### src/hdl/hpb_pkg.sv
`default_nettype none
package hpb_pkg;

    localparam int MAX_BINS   = 64;
    localparam int BIN_W      = $clog2(MAX_BINS);
    localparam int NB_W       = 7;
    localparam int CNT_W      = 25;
    localparam int SUM_W      = CNT_W + 2;
    localparam int BLACK_W    = 23;
    localparam int MAX_WIDTH  = 4096;
    localparam int MAX_HEIGHT = 4096;
    localparam int DIM_W      = 13;
    localparam int COL_W      = 12;
    localparam int PROD_W     = 2 * DIM_W;

    localparam logic [7:0] FIXED_THRESHOLD = 8'd140;
    localparam logic [7:0] PIX_WHITE       = 8'd255;
    localparam logic [7:0] PIX_BLACK       = 8'd0;
    localparam logic [CNT_W-1:0]   CNT_SAT   = {CNT_W{1'b1}};
    localparam logic [BLACK_W-1:0] BLACK_SAT = {BLACK_W{1'b1}};

    typedef enum logic [1:0] {
        CFG_BIN_COUNT    = 2'd0,
        CFG_KEEP_LARGEST = 2'd1,
        CFG_IMAGE_WIDTH  = 2'd2,
        CFG_IMAGE_HEIGHT = 2'd3
    } t_cfg_idx;

    typedef struct packed {
        logic       kind;
        logic [7:0] pixel;
        logic       last;
    } t_in_item;

    typedef struct packed {
        logic [7:0] out_pixel;
        logic       used_fallback;
        logic       out_last;
    } t_out_item;

    typedef struct packed {
        logic accept_hist;
        logic accept_out;
        logic wr_a;
        logic wr_b;
        logic sweep_start;
        logic sweep_run;
        logic pass2;
        logic decide;
    } t_cmd;

    typedef struct packed {
        logic out_free;
        logic two_bins;
        logic sweep_done;
    } t_status;

    // ceil(x / 255) for x below about 16.6k, no divider
    function automatic logic [7:0] ceil_div255(input logic [15:0] x);
        logic [15:0] y;
        logic [15:0] s;
        y = x + 16'd254;
        s = y + 16'd1 + (y >> 8);
        return s[15:8];
    endfunction

endpackage
`default_nettype wire

### src/hdl/histogram_peak_binarizer.sv
// Output-pass pixel: result registered the cycle after transfer; one per cycle when
//   the output is not stalled. Histogram-pass pixel: accept, then read-modify-write
//   of one or two bin counters through the single-write bin memory.
// Last histogram pixel adds two peak sweeps over the bin memory, then a decision
//   step; no input is taken meanwhile.
// Reset (synchronous, active low) restores register defaults and clears bin valid
//   bits, black count, column and peak decision at once; no clearing pass.
`default_nettype none
module histogram_peak_binarizer import hpb_pkg::*; (
    input  wire logic             i_clk,
    input  wire logic             i_rst_n,
    input  wire logic             i_in_valid,
    output logic                  o_in_ready,
    input  wire t_in_item         i_in,
    output logic                  o_out_valid,
    input  wire logic             i_out_ready,
    output t_out_item             o_out,
    input  wire logic             i_cfg_valid,
    output logic                  o_cfg_ready,
    input  wire logic [1:0]       i_cfg_index,
    input  wire logic [DIM_W-1:0] i_cfg_data
);

    t_cmd    cmd;
    t_status status;

    // config writes go straight into the registers, always ready
    assign o_cfg_ready = 1'b1;

    // sequencer: accept, bin update, two sweeps, decide
    hpb_ctrl u_ctrl (
        .i_clk      (i_clk),
        .i_rst_n    (i_rst_n),
        .i_in_valid (i_in_valid),
        .i_kind     (i_in.kind),
        .i_last     (i_in.last),
        .i_status   (status),
        .o_in_ready (o_in_ready),
        .o_cmd      (cmd)
    );

    // bin memory, sweep pipeline, thresholds, output register
    hpb_dp u_dp (
        .i_clk       (i_clk),
        .i_rst_n     (i_rst_n),
        .i_cmd       (cmd),
        .o_status    (status),
        .i_cfg_valid (i_cfg_valid),
        .i_cfg_index (i_cfg_index),
        .i_cfg_data  (i_cfg_data),
        .i_in        (i_in),
        .o_out_valid (o_out_valid),
        .i_out_ready (i_out_ready),
        .o_out       (o_out)
    );

endmodule
`default_nettype wire

### src/hdl/hpb_ctrl.sv
`default_nettype none
module hpb_ctrl import hpb_pkg::*; (
    input  wire logic    i_clk,
    input  wire logic    i_rst_n,
    input  wire logic    i_in_valid,
    input  wire logic    i_kind,
    input  wire logic    i_last,
    input  wire t_status i_status,
    output logic         o_in_ready,
    output t_cmd         o_cmd
);

    typedef enum logic [2:0] {
        S_IDLE, S_HIST_A, S_HIST_B, S_SWEEP1, S_SWEEP2, S_FINAL
    } t_state;

    t_state r_state, n_state;
    logic   r_last, n_last;

    always_comb begin
        o_cmd      = '0;
        o_in_ready = 1'b0;
        n_state    = r_state;
        n_last     = r_last;
        case (r_state)
            S_IDLE: begin
                o_in_ready = i_status.out_free;
                if (i_in_valid && i_status.out_free) begin
                    if (i_kind) begin
                        o_cmd.accept_out = 1'b1;
                    end else begin
                        o_cmd.accept_hist = 1'b1;
                        n_last            = i_last;
                        n_state           = S_HIST_A;
                    end
                end
            end
            S_HIST_A: begin
                o_cmd.wr_a = 1'b1;
                if (i_status.two_bins) begin
                    n_state = S_HIST_B;
                end else if (r_last) begin
                    o_cmd.sweep_start = 1'b1;
                    n_state           = S_SWEEP1;
                end else begin
                    n_state = S_IDLE;
                end
            end
            S_HIST_B: begin
                o_cmd.wr_b = 1'b1;
                if (r_last) begin
                    o_cmd.sweep_start = 1'b1;
                    n_state           = S_SWEEP1;
                end else begin
                    n_state = S_IDLE;
                end
            end
            S_SWEEP1: begin
                o_cmd.sweep_run = 1'b1;
                if (i_status.sweep_done) begin
                    o_cmd.sweep_start = 1'b1;
                    o_cmd.pass2       = 1'b1;
                    n_state           = S_SWEEP2;
                end
            end
            S_SWEEP2: begin
                o_cmd.sweep_run = 1'b1;
                o_cmd.pass2     = 1'b1;
                if (i_status.sweep_done) begin
                    n_state = S_FINAL;
                end
            end
            S_FINAL: begin
                o_cmd.decide = 1'b1;
                n_state      = S_IDLE;
            end
            default: begin
                n_state = S_IDLE;
            end
        endcase
    end

    always_ff @(posedge i_clk) begin
        if (!i_rst_n) begin
            r_state <= S_IDLE;
            r_last  <= 1'b0;
        end else begin
            r_state <= n_state;
            r_last  <= n_last;
        end
    end

endmodule
`default_nettype wire

### src/hdl/hpb_dp.sv
`default_nettype none
module hpb_dp import hpb_pkg::*; (
    input  wire logic             i_clk,
    input  wire logic             i_rst_n,
    input  wire t_cmd             i_cmd,
    output t_status               o_status,
    input  wire logic             i_cfg_valid,
    input  wire logic [1:0]       i_cfg_index,
    input  wire logic [DIM_W-1:0] i_cfg_data,
    input  wire t_in_item         i_in,
    output logic                  o_out_valid,
    input  wire logic             i_out_ready,
    output t_out_item             o_out
);

    // configuration
    logic [NB_W-1:0]  r_bin_count;
    logic             r_keep;
    logic [DIM_W-1:0] r_width, r_height;
    logic [NB_W-1:0]  n_eff;
    logic [DIM_W-1:0] w_eff, h_eff, w_p3, pad;

    always_comb begin
        if (r_bin_count < NB_W'(3))             n_eff = NB_W'(3);
        else if (r_bin_count > NB_W'(MAX_BINS)) n_eff = NB_W'(MAX_BINS);
        else                                    n_eff = r_bin_count;
        if (r_width == '0)                      w_eff = DIM_W'(1);
        else if (r_width > DIM_W'(MAX_WIDTH))   w_eff = DIM_W'(MAX_WIDTH);
        else                                    w_eff = r_width;
        if (r_height == '0)                     h_eff = DIM_W'(1);
        else if (r_height > DIM_W'(MAX_HEIGHT)) h_eff = DIM_W'(MAX_HEIGHT);
        else                                    h_eff = r_height;
        w_p3 = w_eff + DIM_W'(3);
        pad  = w_p3 & ~DIM_W'(3);
    end

    // pixel products
    logic [15:0] pn, pn_hi, pp1n;
    logic [8:0]  pix1;
    logic [7:0]  lo_t, hi_t, lo_c, hi_c, lo_m1, hi_m1;
    logic [BIN_W-1:0] bin_a;

    always_comb begin
        pix1  = {1'b0, i_in.pixel} + 9'd1;
        pn    = 16'(i_in.pixel) * 16'(n_eff);
        pp1n  = 16'(pix1) * 16'(n_eff);
        pn_hi = pn + 16'(n_eff);
        lo_t  = ceil_div255(pn);
        hi_t  = ceil_div255(pn_hi);
        lo_c  = (lo_t == 8'd0) ? 8'd1 : lo_t;
        hi_c  = (hi_t > 8'(n_eff)) ? 8'(n_eff) : hi_t;
        lo_m1 = lo_c - 8'd1;
        hi_m1 = hi_c - 8'd1;
        bin_a = lo_m1[BIN_W-1:0];
    end

    // bin count memory, valid bit per entry
    logic [CNT_W-1:0]    r_mem [MAX_BINS];
    logic [CNT_W-1:0]    r_mem_q, rd_data, wdata;
    logic [MAX_BINS-1:0] r_vld;
    logic                r_rd_vld;
    logic [BIN_W-1:0]    raddr, waddr, r_a, r_b;
    logic                r_two, we;
    logic [NB_W-1:0]     r_sw_idx;

    always_comb begin
        if (i_cmd.sweep_run) raddr = r_sw_idx[BIN_W-1:0];
        else if (i_cmd.wr_a) raddr = r_b;
        else                 raddr = bin_a;
        waddr   = i_cmd.wr_b ? r_b : r_a;
        we      = i_cmd.wr_a | i_cmd.wr_b;
        rd_data = r_rd_vld ? r_mem_q : '0;
        wdata   = rd_data + CNT_W'(rd_data != CNT_SAT);
    end

    always_ff @(posedge i_clk) begin
        if (we) begin
            r_mem[waddr] <= wdata;
        end
        r_mem_q <= r_mem[raddr];
        if (i_cmd.accept_hist) begin
            r_a   <= bin_a;
            r_b   <= hi_m1[BIN_W-1:0];
            r_two <= (hi_c != lo_c);
        end
    end

    // peak sweep pipeline: read -> 3-bin sum -> compare
    logic                r_p1_v, r_sum_v;
    logic [NB_W-1:0]     r_p1_idx;
    logic [CNT_W-1:0]    r_w0, r_w1;
    logic [SUM_W-1:0]    r_sum, r_best;
    logic [BIN_W-1:0]    r_sum_ctr, r_first, r_second, peak_gap;
    logic [NB_W-1:0]     ctr_m1;

    always_comb begin
        peak_gap = (r_sum_ctr > r_first) ? r_sum_ctr - r_first : r_first - r_sum_ctr;
        ctr_m1   = r_p1_idx - NB_W'(1);
    end

    always_ff @(posedge i_clk) begin
        if (r_p1_v) begin
            r_w0      <= rd_data;
            r_w1      <= r_w0;
            r_sum     <= SUM_W'(r_w1) + SUM_W'(r_w0) + SUM_W'(rd_data);
            r_sum_ctr <= ctr_m1[BIN_W-1:0];
        end
    end

    // decision, accumulators
    logic [BLACK_W-1:0] r_black;
    logic [COL_W-1:0]   r_col;
    logic [1:0]         r_mod3;
    logic [DIM_W-1:0]   col_next;
    logic [PROD_W-1:0]  r_prod, six_b;
    logic [BIN_W-1:0]   r_sel;
    logic               r_fallback, r_inv;

    always_comb begin
        col_next = {1'b0, r_col} + DIM_W'(1);
        six_b    = (PROD_W'(r_black) << 2) + (PROD_W'(r_black) << 1);
    end

    always_ff @(posedge i_clk) begin
        r_prod <= PROD_W'(pad) * PROD_W'(h_eff);
    end

    // output pass compare
    logic [6:0]  sel_p2;
    logic [5:0]  sel_m1;
    logic [15:0] lo_lim, hi_lim;
    logic        in_range;
    logic [7:0]  v;

    always_comb begin
        sel_p2   = {1'b0, r_sel} + 7'd2;
        sel_m1   = r_sel - 6'd1;
        lo_lim   = 16'd255 * 16'(sel_m1);
        hi_lim   = 16'd255 * 16'(sel_p2);
        in_range = ((r_sel == '0) || (lo_lim < pp1n)) && (pn <= hi_lim);
        if (r_fallback) begin
            v = ((i_in.pixel > FIXED_THRESHOLD) ? PIX_WHITE : PIX_BLACK) ^ {8{r_inv}};
        end else if (r_keep) begin
            v = in_range ? PIX_WHITE : PIX_BLACK;
        end else begin
            v = in_range ? PIX_BLACK : PIX_WHITE;
        end
    end

    always_ff @(posedge i_clk) begin
        if (i_cmd.accept_out) begin
            o_out.out_pixel     <= v;
            o_out.used_fallback <= r_fallback;
            o_out.out_last      <= i_in.last;
        end
    end

    always_ff @(posedge i_clk) begin
        if (!i_rst_n) begin
            r_bin_count <= NB_W'(16);
            r_keep      <= 1'b1;
            r_width     <= DIM_W'(640);
            r_height    <= DIM_W'(480);
            r_vld       <= '0;
            r_rd_vld    <= 1'b0;
            r_sw_idx    <= '0;
            r_p1_v      <= 1'b0;
            r_p1_idx    <= '0;
            r_sum_v     <= 1'b0;
            r_best      <= '0;
            r_first     <= '0;
            r_second    <= '0;
            r_black     <= '0;
            r_col       <= '0;
            r_mod3      <= '0;
            r_sel       <= '0;
            r_fallback  <= 1'b0;
            r_inv       <= 1'b0;
            o_out_valid <= 1'b0;
        end else begin
            if (i_cfg_valid) begin
                case (t_cfg_idx'(i_cfg_index))
                    CFG_BIN_COUNT:    r_bin_count <= i_cfg_data[NB_W-1:0];
                    CFG_KEEP_LARGEST: r_keep      <= i_cfg_data[0];
                    CFG_IMAGE_WIDTH:  r_width     <= i_cfg_data;
                    CFG_IMAGE_HEIGHT: r_height    <= i_cfg_data;
                    default: ;
                endcase
            end

            r_rd_vld <= r_vld[raddr];
            if (i_cmd.decide) begin
                r_vld <= '0;
            end else if (we) begin
                r_vld[waddr] <= 1'b1;
            end

            // sweep issue and sum valid
            r_p1_v   <= i_cmd.sweep_run && (r_sw_idx < n_eff);
            r_p1_idx <= r_sw_idx;
            r_sum_v  <= r_p1_v && (r_p1_idx >= NB_W'(2));
            if (i_cmd.sweep_start) begin
                r_sw_idx <= '0;
                r_best   <= '0;
                if (i_cmd.pass2) r_second <= '0;
                else             r_first  <= '0;
            end else begin
                if (i_cmd.sweep_run && (r_sw_idx < n_eff)) begin
                    r_sw_idx <= r_sw_idx + NB_W'(1);
                end
                if (r_sum_v && (r_best < r_sum)) begin
                    if (!i_cmd.pass2) begin
                        r_best  <= r_sum;
                        r_first <= r_sum_ctr;
                    end else if (peak_gap > BIN_W'(2)) begin
                        r_best   <= r_sum;
                        r_second <= r_sum_ctr;
                    end
                end
            end

            // black count over every third column
            if (i_cmd.accept_hist) begin
                if ((r_mod3 == 2'd0) && (i_in.pixel <= FIXED_THRESHOLD)
                        && (r_black != BLACK_SAT)) begin
                    r_black <= r_black + BLACK_W'(1);
                end
                if (col_next >= w_eff) begin
                    r_col  <= '0;
                    r_mod3 <= '0;
                end else begin
                    r_col  <= col_next[COL_W-1:0];
                    r_mod3 <= (r_mod3 == 2'd2) ? 2'd0 : r_mod3 + 2'd1;
                end
            end

            if (i_cmd.decide) begin
                if (r_second == '0) begin
                    r_fallback <= 1'b1;
                    r_inv      <= (r_prod < six_b);
                    r_sel      <= '0;
                end else begin
                    r_fallback <= 1'b0;
                    r_inv      <= 1'b0;
                    r_sel      <= r_keep ? r_first : r_second;
                end
                r_black <= '0;
                r_col   <= '0;
                r_mod3  <= '0;
            end

            if (i_cmd.accept_out) begin
                o_out_valid <= 1'b1;
            end else if (i_out_ready) begin
                o_out_valid <= 1'b0;
            end
        end
    end

    always_comb begin
        o_status.out_free   = !o_out_valid || i_out_ready;
        o_status.two_bins   = r_two;
        o_status.sweep_done = (r_sw_idx == n_eff) && !r_p1_v && !r_sum_v;
    end

endmodule
`default_nettype wire

### config.mk
export PLATFORM = sky130hd
export DESIGN_NAME = histogram_peak_binarizer
export DESIGN_NICKNAME = d
export VERILOG_FILES = /design/src/hdl/hpb_pkg.sv /design/src/hdl/histogram_peak_binarizer.sv /design/src/hdl/hpb_ctrl.sv /design/src/hdl/hpb_dp.sv
export SDC_FILE = /design/constraint.sdc
export NUM_CORES = 2
export LEC_CHECK = 0
export BUFFER_PORTS_ARGS = -buffer_cell sky130_fd_sc_hd__buf_2
export CAP_MARGIN = 20
export CELL_PAD_IN_SITES_DETAIL_PLACEMENT = 0
export CELL_PAD_IN_SITES_GLOBAL_PLACEMENT = 1
export CORE_MARGIN = 4
export CORE_UTILIZATION = 59
export CTS_BUF_LIST = sky130_fd_sc_hd__clkbuf_4
export DETAILED_ROUTE_END_ITERATION = 7
export PLACE_DENSITY_LB_ADDON = 0.1
export SETUP_SLACK_MARGIN = 0.5
export SYNTH_ARGS = -nofsm -noshare
export SYNTH_HDL_FRONTEND = slang
export SYNTH_SLANG_ARGS = --single-unit
### constraint.sdc
create_clock -name i_clk -period 23.6 [get_ports i_clk]
set_input_delay 3.54 -clock i_clk [delete_from_list [all_inputs] [get_ports i_clk]]
set_output_delay 3.54 -clock i_clk [all_outputs]
set_load 0.1 [all_outputs]
==> metrics.txt <==
status=finished, final reports clean; Core Util, Final=0.652; IO Count=43; share of cells above drive strength 1=0.131; dpl cells=9855; hold crit path type=reg2reg; Comb pwr share=0.465; MaxCap Viol Count=0; placer's final routability congestion estimate=0.900; Fin. Hold Viols=0; worst vdd ir=0.244 mV; die width=407 um; slowest CP cell=buf_4; CP arrival=15.95 ns; Clock Power Share=0.219; final worst-path cycle share=0.623; initial antenna violation count=7; leading area contributor after synthesis=edfxtp_1; DR iter-0 viols=6360; CTS Buf Count=494; Post-DP HPWL=159000 um; synthesis-stage register bit count=1952; switching portion of total power=0.450; grt ovf=0; Synth cell types=90; Area growth syn-to-layout=9.80%; Post-CTS Setup Bufs=0; Max Fanout on Critical Path=139; port buffer count=41; Worst EP required=24.84 ns; Cell Area, Synth=94000 um^2; NetSw=5790 uW; cells after synthesis=8005; max_slew headroom=0.211; fin crit period=14.71 ns; setup violators final=0; cts hold-fix bufs=0; Setup Skew=0.161 ns; leading post-synthesis cells by cell area=edfxtp_1, nand2_1, ha_1; DR vias=65500; Crit path top cell by count=ha_1; ys async rst share=0; clock sink total=1952; syn_area_per_cell=11.7 um^2; CTS tree=done; DR pass1 iterations=8; synthesized net count=8654; Post-Layout Cell Count=10800; first-pass GRT wire length=395000 um; Ys Warns=0; startpoint types=input port; Reg power frac=0.315; Lkg Pwr=0.0400 uW; Worst-path clk slew=0.07 ns; Power Dens Cells=125 nW/um^2; Routed Wire Length=262000 um; H-Tree Depth=5; Total GRT Usage=0.312; NumNets Final=8935; maximum clock rate=0.0680 GHz; FP Rows=146; count of cells resized by post-cts repair=0; unrepaired setup endpoints after global routing=false; clk buf depth=4; Worst Setup End Kind=register; slowest stage delay, CP=0.70 ns; Die Ht=407 um; vias in the first global route=64800; DR vias/cell=6.09; Most used DFF post-synth=edfxtp_1; largest net degree at the start of global routing=144; Worst-Skew Late Latency=1.43 ns; Slew Viols, Final=0; Final ANT Viol Nets=0; Cell Int Power=7070 uW; number of synthesized flops with an enable pin=1699; Root Driver=clkbuf_4; TNS Setup=0 ns; Seq/Total Area, Yosys=0.596; Placeable Area=158000 um^2; critical path class=in2reg; average wire per standard cell=24.3 um; initial core utilization=0.594; Worst-Margin Slew=1.18 ns; share of the synthesized area in the top cell type=0.543; DR DRC count=0; die area=166000 um^2
stage by stage:
| step | setup slack [ns] | power (uW) | cell area [um^2] | hold WS [ns] |
|---|---|---|---|---|
| final | 8.89 | 12900 | 103000 | 0.440 |
| after global routing | 8.37 | 13400 | 103000 | 0.424 |
| after CTS | 9.22 | 12800 | 103000 | 0.424 |
| after detailed placement | 7.73 | 10000 | 96800 | 0.442 |
| after global placement | 7.84 | 9960 | 96800 | 0.435 |
| after floorplan | 11.24 | 7860 | 94000 | 0.422 |
flip-flops by register name (all words and copies together) (netlist names), 7 cells and up:
signal,cells
u_dp.r_mem,1600
u_dp.r_vld,64
u_dp.r_best,27
u_dp.r_sum,27
u_dp.r_mem_q,25
u_dp.r_w0,25
u_dp.r_w1,25
u_dp.r_prod,24
u_dp.r_black,23
u_dp.r_height,13
u_dp.r_width,13
u_dp.r_col,12
u_dp.r_bin_count,7
u_dp.r_p1_idx,7
u_dp.r_sw_idx,7
cells by family after synthesis:
family / synth area share
XOR/XNOR: 0.0255
multiplexers: 0.0252
AND/OR/NAND/NOR: 0.154
other: 0.0000399
flip-flops: 0.596
AO/OA/AOI/OAI: 0.0653
adder cells (fa/ha/maj): 0.0983
buffers and inverters: 0.0351
synth_stat cells, drive strengths merged, types with 7 or more instances:
master,count
a211oi,14
or2,12
nand2b,38
buf,100
o22ai,109
a31oi,70
nand4,316
mux4,17
o31ai,10
or3,14
nor2,466
o21ai,135
a22oi,15
xnor2,177
and3,83
o211ai,7
nor4,17
a21boi,9
edfxtp,1699
fa,199
o21bai,29
a32oi,146
mux2i,195
nand3b,7
and2,103
or4,32
a211o,7
a2111oi,7
ha,420
a21o,51
xor2,87
a21oi,160
dfxtp,253
nor3,54
nand3,352
nand2,1684
o21a,22
nor2b,54
a311oi,52
inv,407
clkbuf,314
path summary, 6_finish.rpt:
check                                                      start  slack, ns                  endpoint  depth (start not counted)
worst max register to register  u_dp.r_bin_count[6]$_SDFFE_PN0P_      10.08  u_dp.r_mem_q[20]$_DFF_P_                         42
worst min-delay path                     u_dp.r_w0[24]$_DFFE_PP_       0.44   u_dp.r_w1[24]$_DFFE_PP_                          0
worst max-delay path                                     i_in[1]       8.89  u_dp.r_mem_q[20]$_DFF_P_                         42
worst min register to register           u_dp.r_w0[24]$_DFFE_PP_       0.44   u_dp.r_w1[24]$_DFFE_PP_                          0
worst max-delay path: cells and delay by family:
| family | cells | cell delay, ns |
|---|---|---|
| fa+ha+maj | 8 | 2.76 |
| xor+xnor | 2 | 0.29 |
| compound gates | 10 | 2.67 |
| simple gates | 11 | 2.79 |
| buf+inv | 11 | 3.64 |
placed cells by master (no fill, tap or decap), types with 29 or more instances in the layout:
cell type  count
o21ai_0      131
inv_1        406
ha_1         418
o22ai_1      109
and2_1        99
a21oi_1      158
nand2b_1      38
nor2_1       399
or4_1         31
nand2_1     1679
nor3_1        52
mux2i_1      195
edfxtp_1    1699
nor2b_1       53
fa_1         199
a31oi_1       70
nand3_1      351
xor2_1        77
clkinv_1     117
nand4_1      316
buf_2         41
dfxtp_1      252
a311oi_1      51
buf_4        149
xnor2_1      161
a21o_1        51
nor2_2        56
and3_1        82
clkbuf_4     748
o21bai_1      29
a32oi_1      146
layout make-up:
class / count / area [um^2]
sequential: 1952 / 56100
fill: 12300 / 55100
multi-input combinational: 5230 / 35200
clock buffer: 748 / 5620
tap: 2072 / 2590
inverter: 409 / 1540
timing repair buffer: 199 / 1510
clock inverter: 139 / 649
antenna: 8 / 20.0
power by group through the flow:
stage | logic, uW | registers (uW) | clock network (uW)
after floorplan | 3790 | 4060 | 0
after global placement | 5840 | 4120 | 0
after detailed placement | 5900 | 4120 | 0
after CTS | 5920 | 4040 | 2880
after global routing | 6330 | 4040 | 3070
final | 5980 | 4050 | 2820
per-layer routing:
metal	GRT usage	vias to the layer above	wire, um
met4	0.168	0	15200
met1	0.391	32100	98500
li1	-	29600	-
met5	0	-	0
met2	0.514	3042	125000
met3	0.0627	685	22700
Power figures use the tool's default switching activity.
